===== config.mk =====
export PLATFORM = sky130hd
export DESIGN_NAME = version_string_caret_match
export DESIGN_NICKNAME = d
export VERILOG_FILES = /design/src/design/vscm_pkg.sv /design/src/design/version_string_caret_match.sv
export SDC_FILE = /design/constraint.sdc
export NUM_CORES = 1
export LEC_CHECK = 0
export ABC_CLOCK_PERIOD_IN_PS = 9200
export BUFFER_PORTS_ARGS = -buffer_cell sky130_fd_sc_hd__clkbuf_2
export CAP_MARGIN = 30
export CORE_AREA = 10 10 286 288
export CTS_BUF_LIST = sky130_fd_sc_hd__clkbuf_4
export CTS_CLUSTER_DIAMETER = 80
export DETAILED_ROUTE_END_ITERATION = 7
export DIE_AREA = 0 0 296 298
export SKIP_CTS_REPAIR_TIMING = 1
export SLEW_MARGIN = 20
export SYNTH_ARGS = -nofsm -noshare
export SYNTH_HDL_FRONTEND = slang
export SYNTH_SLANG_ARGS = --single-unit

===== constraint.sdc =====
create_clock -name clk -period 9.2 [get_ports clk]
set_input_delay 0.92 -clock clk [delete_from_list [all_inputs] [get_ports clk]]
set_output_delay 0.92 -clock clk [all_outputs]
set_load 0.005 [all_outputs]

===== src/design/vscm_pkg.sv =====
// Shared types and constants for the version string caret match block.
package vscm_pkg;

  localparam int FIELD_BITS = 32;
  localparam int REQ_BITS   = 32;
  localparam int OUT_BITS   = 32;
  localparam int CMP_BITS   = (FIELD_BITS > REQ_BITS) ? FIELD_BITS : REQ_BITS;
  localparam int PROD_BITS  = FIELD_BITS + 4;
  localparam int NUM_FIELDS = 3;

  typedef logic [FIELD_BITS-1:0] field_t;
  typedef logic [REQ_BITS-1:0]   req_t;
  typedef logic [CMP_BITS-1:0]   cmp_t;
  typedef logic [PROD_BITS-1:0]  prod_t;
  typedef logic [1:0]            fidx_t;

  localparam logic [7:0] CH_ZERO = 8'h30;
  localparam logic [7:0] CH_NINE = 8'h39;
  localparam logic [7:0] CH_DOT  = 8'h2e;

  localparam fidx_t FIDX_MAJOR = 2'd0;
  localparam fidx_t FIDX_MINOR = 2'd1;
  localparam fidx_t FIDX_PATCH = 2'd2;

  typedef enum logic [1:0] {
    CFG_REQ_EXACT = 2'd0,
    CFG_REQ_MAJOR = 2'd1,
    CFG_REQ_MINOR = 2'd2,
    CFG_REQ_PATCH = 2'd3
  } cfg_idx_t;

endpackage


===== src/design/version_string_caret_match.sv =====
// Top level: streaming version string parser with exact or caret requirement check.
// A result enters the output register when its last item leaves the input register.
// Throughput: one item per cycle unless a last item waits on a stalled result; the field
// update (multiply by ten plus digit) and the three-field requirement compare sit between the two registers.
// Reset (rst_n low, synchronous) clears the requirement registers, parse state and valids.
module version_string_caret_match import vscm_pkg::*; (
  input  logic       clk,
  input  logic       rst_n,
  input  logic       cfg_we,
  input  logic [1:0] cfg_index,
  input  req_t       cfg_wdata,
  input  logic       in_valid,
  output logic       in_stall,
  input  logic       in_has_char,
  input  logic [7:0] in_ch,
  input  logic       in_last,
  output logic       out_valid,
  input  logic       out_stall,
  output logic       out_well_formed,
  output logic       out_allowed,
  output logic [OUT_BITS-1:0] out_major,
  output logic [OUT_BITS-1:0] out_minor,
  output logic [OUT_BITS-1:0] out_patch
);

  // requirement registers
  logic req_exact_r;
  req_t req_major_r, req_minor_r, req_patch_r;

  always_ff @(posedge clk) begin
    if (!rst_n) begin
      req_exact_r <= 1'b0;
      req_major_r <= '0;
      req_minor_r <= '0;
      req_patch_r <= '0;
    end else if (cfg_we) begin
      case (cfg_idx_t'(cfg_index))
        CFG_REQ_EXACT: req_exact_r <= cfg_wdata[0];
        CFG_REQ_MAJOR: req_major_r <= cfg_wdata;
        CFG_REQ_MINOR: req_minor_r <= cfg_wdata;
        CFG_REQ_PATCH: req_patch_r <= cfg_wdata;
        default: ;
      endcase
    end
  end

  // input register
  logic       s1_valid_r;
  logic       s1_has_char_r;
  logic [7:0] s1_ch_r;
  logic       s1_last_r;
  logic       out_free;
  logic       s1_fire;
  logic       s1_take;

  assign out_free = !out_valid || !out_stall;
  assign s1_fire  = s1_valid_r && (!s1_last_r || out_free);
  assign in_stall = s1_valid_r && !s1_fire;
  assign s1_take  = in_valid && !in_stall;

  always_ff @(posedge clk) begin
    if (!rst_n) begin
      s1_valid_r <= 1'b0;
    end else if (s1_take) begin
      s1_valid_r <= 1'b1;
    end else if (s1_fire) begin
      s1_valid_r <= 1'b0;
    end
  end

  always_ff @(posedge clk) begin
    if (s1_take) begin
      s1_has_char_r <= in_has_char;
      s1_ch_r       <= in_ch;
      s1_last_r     <= in_last;
    end
  end

  // parse state
  field_t fv_r [NUM_FIELDS];
  fidx_t  fidx_r;
  logic   seen_r;
  logic   failed_r;

  field_t fv_nxt [NUM_FIELDS];
  fidx_t  fidx_nxt;
  logic   seen_nxt;
  logic   failed_nxt;
  field_t cur_val;
  prod_t  prod;
  logic [3:0] digit;

  always_comb begin
    fv_nxt     = fv_r;
    fidx_nxt   = fidx_r;
    seen_nxt   = seen_r;
    failed_nxt = failed_r;
    digit      = s1_ch_r[3:0] - CH_ZERO[3:0];
    cur_val    = fv_r[fidx_r];
    prod       = (PROD_BITS'(cur_val) << 3) + (PROD_BITS'(cur_val) << 1) + PROD_BITS'(digit);
    if (s1_has_char_r && !failed_r) begin
      if (s1_ch_r inside {[CH_ZERO:CH_NINE]}) begin
        if (|prod[PROD_BITS-1:FIELD_BITS]) begin
          failed_nxt = 1'b1;
        end else begin
          fv_nxt[fidx_r] = prod[FIELD_BITS-1:0];
          seen_nxt       = 1'b1;
        end
      end else if (s1_ch_r == CH_DOT) begin
        if (!seen_r || fidx_r == FIDX_PATCH) begin
          failed_nxt = 1'b1;
        end else begin
          fidx_nxt = fidx_r + 2'd1;
          seen_nxt = 1'b0;
        end
      end else begin
        failed_nxt = 1'b1;
      end
    end
  end

  always_ff @(posedge clk) begin
    if (!rst_n) begin
      for (int i = 0; i < NUM_FIELDS; i++) fv_r[i] <= '0;
      fidx_r   <= FIDX_MAJOR;
      seen_r   <= 1'b0;
      failed_r <= 1'b0;
    end else if (s1_fire) begin
      if (s1_last_r) begin
        for (int i = 0; i < NUM_FIELDS; i++) fv_r[i] <= '0;
        fidx_r   <= FIDX_MAJOR;
        seen_r   <= 1'b0;
        failed_r <= 1'b0;
      end else begin
        fv_r     <= fv_nxt;
        fidx_r   <= fidx_nxt;
        seen_r   <= seen_nxt;
        failed_r <= failed_nxt;
      end
    end
  end

  // requirement check on the final values
  logic ok;
  cmp_t ma, mi, pa, rma, rmi, rpa;
  logic lower, bound, allow;

  always_comb begin
    ok  = !failed_nxt && seen_nxt;
    ma  = CMP_BITS'(fv_nxt[FIDX_MAJOR]);
    mi  = CMP_BITS'(fv_nxt[FIDX_MINOR]);
    pa  = CMP_BITS'(fv_nxt[FIDX_PATCH]);
    rma = CMP_BITS'(req_major_r);
    rmi = CMP_BITS'(req_minor_r);
    rpa = CMP_BITS'(req_patch_r);
    if (ma != rma)      lower = ma < rma;
    else if (mi != rmi) lower = mi < rmi;
    else                lower = pa < rpa;
    // leftmost non-zero required field sets the upper limit
    if (rma != '0)      bound = ma == rma;
    else if (rmi != '0) bound = (ma == '0) && (mi == rmi);
    else if (rpa != '0) bound = (ma == '0) && (mi == '0) && (pa == rpa);
    else                bound = ma == '0;
    if (req_exact_r) allow = (ma == rma) && (mi == rmi) && (pa == rpa);
    else             allow = !lower && bound;
  end

  // result register
  logic                out_valid_r;
  logic                out_wf_r, out_allowed_r;
  logic [OUT_BITS-1:0] out_major_r, out_minor_r, out_patch_r;
  logic                res_load;

  assign res_load = s1_fire && s1_last_r;

  always_ff @(posedge clk) begin
    if (!rst_n) begin
      out_valid_r <= 1'b0;
    end else if (res_load) begin
      out_valid_r <= 1'b1;
    end else if (!out_stall) begin
      out_valid_r <= 1'b0;
    end
  end

  always_ff @(posedge clk) begin
    if (res_load) begin
      out_wf_r      <= ok;
      out_allowed_r <= ok && allow;
      out_major_r   <= ok ? ma[OUT_BITS-1:0] : '0;
      out_minor_r   <= ok ? mi[OUT_BITS-1:0] : '0;
      out_patch_r   <= ok ? pa[OUT_BITS-1:0] : '0;
    end
  end

  assign out_valid       = out_valid_r;
  assign out_well_formed = out_wf_r;
  assign out_allowed     = out_allowed_r;
  assign out_major       = out_major_r;
  assign out_minor       = out_minor_r;
  assign out_patch       = out_patch_r;

  // checks
  a_clear_after_last: assert property (@(posedge clk) disable iff (!rst_n)
    res_load |=> (fidx_r == FIDX_MAJOR) && !seen_r && !failed_r)
    else $error("parse state not cleared after last item");

  a_index_range: assert property (@(posedge clk) disable iff (!rst_n)
    fidx_r != 2'd3)
    else $error("field index out of range");

  a_allowed_wf: assert property (@(posedge clk) disable iff (!rst_n)
    out_valid_r |-> (!out_allowed_r || out_wf_r))
    else $error("allowed without well formed");

  a_malformed_zero: assert property (@(posedge clk) disable iff (!rst_n)
    (out_valid_r && !out_wf_r) |->
      (out_major_r == '0) && (out_minor_r == '0) && (out_patch_r == '0))
    else $error("malformed result carries non-zero numbers");

endmodule


Word-level counts from Yosys, hierarchy flattened
Index checks and enable logic that the tools add are counted.
W data, S select, Z words.
{"block": "word_totals", "ff_bits": 307, "inputBits": 49, "out_inout_bits": 100, "wordCells": 123}
{"block": "classes", "addsub": 3, "order_cmp": 7, "eq_ne": 13, "n_mux": 37, "bitwise": 1, "n_reduce_logical": 42}
{"op": "$mux W96", "n": 4}
{"op": "$bwmux W96", "n": 1}
{"op": "$eq A32 B32 Y1", "n": 3}
{"op": "$lt A32 B32 Y1", "n": 3}
{"op": "$mux W32", "n": 3}
{"op": "$reduce_bool A32 Y1", "n": 3}
{"op": "$bmux W32 S2", "n": 1}
{"op": "$demux W32 S2", "n": 1}
{"op": "$logic_not A32 Y1", "n": 2}
{"op": "$ne A32 B32 Y1", "n": 2}
{"op": "$add A35 B33 Y36", "n": 1}
{"op": "$add A36 B4 Y36", "n": 1}
{"op": "$mux W1", "n": 22}
{"op": "$logic_and A1 B1 Y1", "n": 15}
{"op": "$mux W2", "n": 5}
{"op": "$logic_not A1 Y1", "n": 9}
{"op": "$eq A8 B6 Y1 const B", "n": 1}
{"op": "$ge A8 B6 Y1 const B", "n": 1}
{"op": "$le A8 B6 Y1 const B", "n": 1}
{"op": "$reduce_and A2 Y1", "n": 4}
{"op": "$eq A2 B2 Y1 const B", "n": 3}
{"op": "$reduce_bool A2 Y1", "n": 3}
{"op": "$reduce_and A5 Y1", "n": 1}
{"op": "$ne A2 B2 Y1 const B", "n": 2}
{"op": "9 further kinds", "n": 11}

Logic depth before layout (Yosys ltp)
{"block": "depth", "word_depth": 19, "depth_mapped": 34, "depth_no_buf": 30}

Least setup slack after synthesis
OpenSTA, ideal clock, no wires.
{"block": "synth_timing", "path_type": "reg2reg", "start": "register fidx_r[0]", "end": "register out_allowed_r (netlist: out_allowed) (data pin)", "setup_ps": 270, "arrival_time_ps": 6689, "path_slack_ps": 2241, "path_stages_with_launch": 32, "path_buffers": 4, "period_less_slack_ps": 6959, "cell_sequence": "dfxtp_1 -> clkbuf_1 -> clkbuf_1 -> mux2i_1 -> nor2_1 -> a21oi_1 -> fa_1 -> fa_1 -> nor2b_1 -> o2111a_1 -> o31ai_1 -> a2111o_1 -> nand4_1 -> o211ai_1 -> nor3_1 -> and3_1 -> buf_2 -> buf_4 -> mux2i_1 -> inv_1 -> ha_1 -> a21o_1 -> a21o_1 -> a21oi_1 -> nor2_1 -> a2111oi_0 -> o21ai_0 -> and2_1 -> o311ai_0 -> a221oi_1 -> o2111ai_1 -> a21oi_1"}
{"item": "start: declaration", "line_no": "version_string_caret_match.sv:81", "rtl": "fidx_t fidx_r;"}
{"item": "start signal: assignment", "line_no": "version_string_caret_match.sv:136", "rtl": "fidx_r <= fidx_nxt;"}
{"item": "end signal: assignment", "line_no": "version_string_caret_match.sv:189", "rtl": "out_allowed_r <= ok && allow;"}
{"item": "end: declaration", "line_no": "version_string_caret_match.sv:170", "rtl": "logic out_wf_r, out_allowed_r;"}

==> qor.csv <==
stage;metric;value;unit
outcome;status;finished clean;
clock_network;htreeDepth;3;
setup_path;crit_fanout;23;
cells_and_area;fill_cells;8089;
floorplanning;die_w;296;um
sta;setup_viol;0;
setup_path;worstSetupStartpointType;register;
clock_network;cts-root-buf;clkbuf_4;
sta;fmax;118.2;MHz
floorplanning;row_count;101;
sta;post-route-min-period;8.457;ns
logic_synthesis;synth_cell_types;73;
clock_network;insertion_delay;0.90;ns
floorplanning;initial_core_util;24.91;%
logic_synthesis;synth-seq-cells;307;
sta;worstMarginPinSlew;1.043;ns
cells_and_area;layout-drive-gt1-share;14.58;%
detailed_routing;num_vias;16560;
logic_synthesis;syn_area;18850;um^2
power;p_leak;9.898;nW
power;peakVddDrop;0.0001090;V
setup_path;worst-r2r-setup-slack;0.74;ns
detailed_routing;dr.max_layer_used;met4;
logic_synthesis;syn-instance-count;2208;
cells_and_area;mostFrequentLayoutCells;360 x nand2_1, 203 x inv_1, 198 x dfxtp_1, 162 x ha_1, 147 x clkbuf_2;
cells_and_area;final_nets;2591;
setup_path;critical_path.endpoint_type;register;
clock_network;cts-buffers-inserted;91;
clock_network;cts_sinks;307;
cells_and_area;final_common_cell;nand2_1;
clock_network;cts.clk_slew.worst_paths;0.07;ns
cells_and_area;fin_cells;3435;
setup_path;path_class;register to register;
detailed_routing;wl_met2;30.49;mm
worst_hold_path;holdPathStages;1;
placement;gp_congestion;0.9254;
logic_synthesis;yosys_warnings;0;
global_route;grt_usage;14.68;%
worst_hold_path;hold_path_class;input pin to register;
job;maxCapViolCount;0;
floorplanning;ios;149;
sta;post-route-period-util;91.92;%
power;p_total;3.065;mW
setup_path;cp_data_required_time;9.88;ns
worst_hold_path;hold_path_end;s1_ch_r[4];
cells_and_area;syn_to_final_growth;16.57;%
detailed_routing;routedWlPerCell;19.30;um
sta;slew_viol_final;0;
logic_synthesis;syn_avg_cell_area;8.539;um^2
detailed_routing;met3WireLength;4.500;mm
logic_synthesis;ys_async_sr_fraction;0;%
logic_synthesis;synth_seq_area_share;38.33;%
clock_network;cts_tree;done;
detailed_routing;drt_iter0_markers;1347;
global_route;grt_pass1_vias;16370;
global_route;grt_first_pass_wirelength;100.4;mm
placement;dp_hpwl;50.31;mm
floorplanning;dieHeight;298;um
setup_path;rr_startpoint;fidx_r[0];
clock_network;clk_path_buf_depth;3;
detailed_routing;totalWireLength;66.28;mm
logic_synthesis;ys.flop_type;dfxtp_1;
placement;dp_cells;3261;
power;power.density;139.5;nW/um^2
detailed_routing;final_antenna_net_count;0;
global_route;grt_start_max_net_pins;110;
setup_path;r2r_end;out_allowed;
logic_synthesis;syn_nets;2421;
detailed_routing;routedLengthMet1;29.77;mm
setup_path;r2r_cells;26;
sta;timing.hold.ws;0.2097;ns
sta;hold_viol;0;
global_route;overflow;0;
floorplanning;die-area;88210;um^2
detailed_routing;drc;0;
detailed_routing;detail_route.vias_per_cell;4.821;
worst_hold_path;min-delay-start;in_ch[4];
placement;portBuffers;148;
logic_synthesis;synth_edf_count;108;
sta;rsz0062_at_grt;false;
global_route;antenna_found_initial;4;
detailed_routing;drt_pass1_iterations;7;
setup_path;arrival;9.14;ns
floorplanning;fp.coreArea;75700;um^2
sta;slew_headroom;30.48;%
sta;tns;0;ns
sta;fin_skew;0.07950;ns
[worst max-delay path by stage]
stage               from  cells after the start  slack (ns)     endpoint
2_1_floorplan  fidx_r[0]                     31        2.24  out_allowed
3_3_place_gp   fidx_r[0]                     26        0.93  out_allowed
3_5_place_dp   fidx_r[0]                     26        0.95  out_allowed
4_1_cts        fidx_r[0]                     26        0.83  out_allowed
5_1_grt        fidx_r[0]                     26        0.36  out_allowed
6_report       fidx_r[0]                     26        0.74  out_allowed
[critical path, cell delays in order, from the launching register on]
cell	delay, ns
dfxtp_2	0.50
nor2_2	0.56
buf_4	0.35
nand2_1	0.07
o21ai_0	0.15
ha_1	0.30
ha_1	0.39
a21oi_1	0.31
o21ai_0	0.18
a221o_1	0.39
a2111oi_1	0.38
mux2_2	0.24
o21ai_0	0.07
nor3_1	0.34
and3_2	0.78
buf_4	0.29
mux2i_1	0.57
inv_1	0.12
ha_1	0.33
nand4_1	0.09
nor2_1	0.25
nand3_1	0.16
or3_1	0.47
a211o_1	0.31
a221oi_1	0.28
o2111ai_1	0.16
a21oi_1	0.18
[kinds of logic after synthesis]
family	after synthesis	share of synthesized area, %
XOR/XNOR	20	0.9291
adder cells (fa/ha/maj)	164	10.96
AO/OA/AOI/OAI	468	16.11
buffers and inverters	316	6.623
flip-flops	307	38.33
AND/OR/NAND/NOR	802	20.08
multiplexers	131	6.962
[flip-flops by register name, summed over array words and instances (netlist names), 2 cells and up]
register,cells
req_patch_r,32
fidx_r,2
out_minor,32
out_patch,32
fv_r,96
req_major_r,32
s1_ch_r,8
out_major,32
req_minor_r,32
[synthesized netlist by cell type (5+ instances only)]
library cell	number	area (um^2)
ha_1	162	2027
dfxtp_1	199	3984
nor2b_1	16	100.1
nand2b_1	10	62.56
and3_1	8	50.05
nor2_1	132	495.5
nand3_1	18	90.09
o211a_1	7	70.07
edfxtp_1	108	3243
clkbuf_1	93	349.1
a21oi_1	67	335.3
inv_1	204	765.7
nand2_1	361	1355
buf_6	5	56.30
nand4_1	42	262.8
a21o_1	46	345.3
o21a_1	8	60.06
buf_2	11	55.05
a21boi_0	99	743.2
o21ai_1	23	115.1
and2_1	104	650.6
xnor2_1	13	113.9
or3_1	14	87.58
mux2i_1	130	1301
o211ai_1	13	97.59
nor4_1	50	312.8
o21ai_0	141	705.7
nor3_1	22	110.1
xor2_1	7	61.31
a211o_1	7	61.31
a2111oi_0	7	61.31
[layer usage]
metal  vias up  GRT usage (%)
li1       8079              -
met3       104          3.131
met1      7821          19.32
met2       557          23.63
met5         -              0
met4         0          4.547
[final cells by class]
type | count | area [um^2] | area share (%)
Antenna cell | 8 | 20.02 | 0.09109
Clock buffer | 139 | 1044 | 4.748
Clock inverter | 25 | 185.2 | 0.8426
Inverter | 204 | 768.2 | 3.496
Multi-Input combinational cell | 1585 | 10420 | 47.40
Sequential cell | 307 | 7228 | 32.89
Tap cell | 978 | 1224 | 5.568
Timing Repair Buffer | 189 | 1091 | 4.964
[power breakdown]
group	internal [mW]	total, mW	switching (mW)
combinational	0.0690	0.204	0.135
sequential	1.43	1.45	0.0211
clock	0.770	1.41	0.642
[through the flow]
| step | util, % | cell area [um^2] | setup slack, ns |
|---|---|---|---|
| floorplan | - | 18850 | 2.241 |
| global placement | 27.30 | 20670 | 0.9317 |
| detailed placement | 27.34 | 20690 | 0.9475 |
| CTS | 28.96 | 21920 | 0.8348 |
| global route | 29.02 | 21970 | 0.3595 |
| finish | 29.03 | 21980 | 0.7429 |
Note: power is estimated with default switching activity, not from simulation.
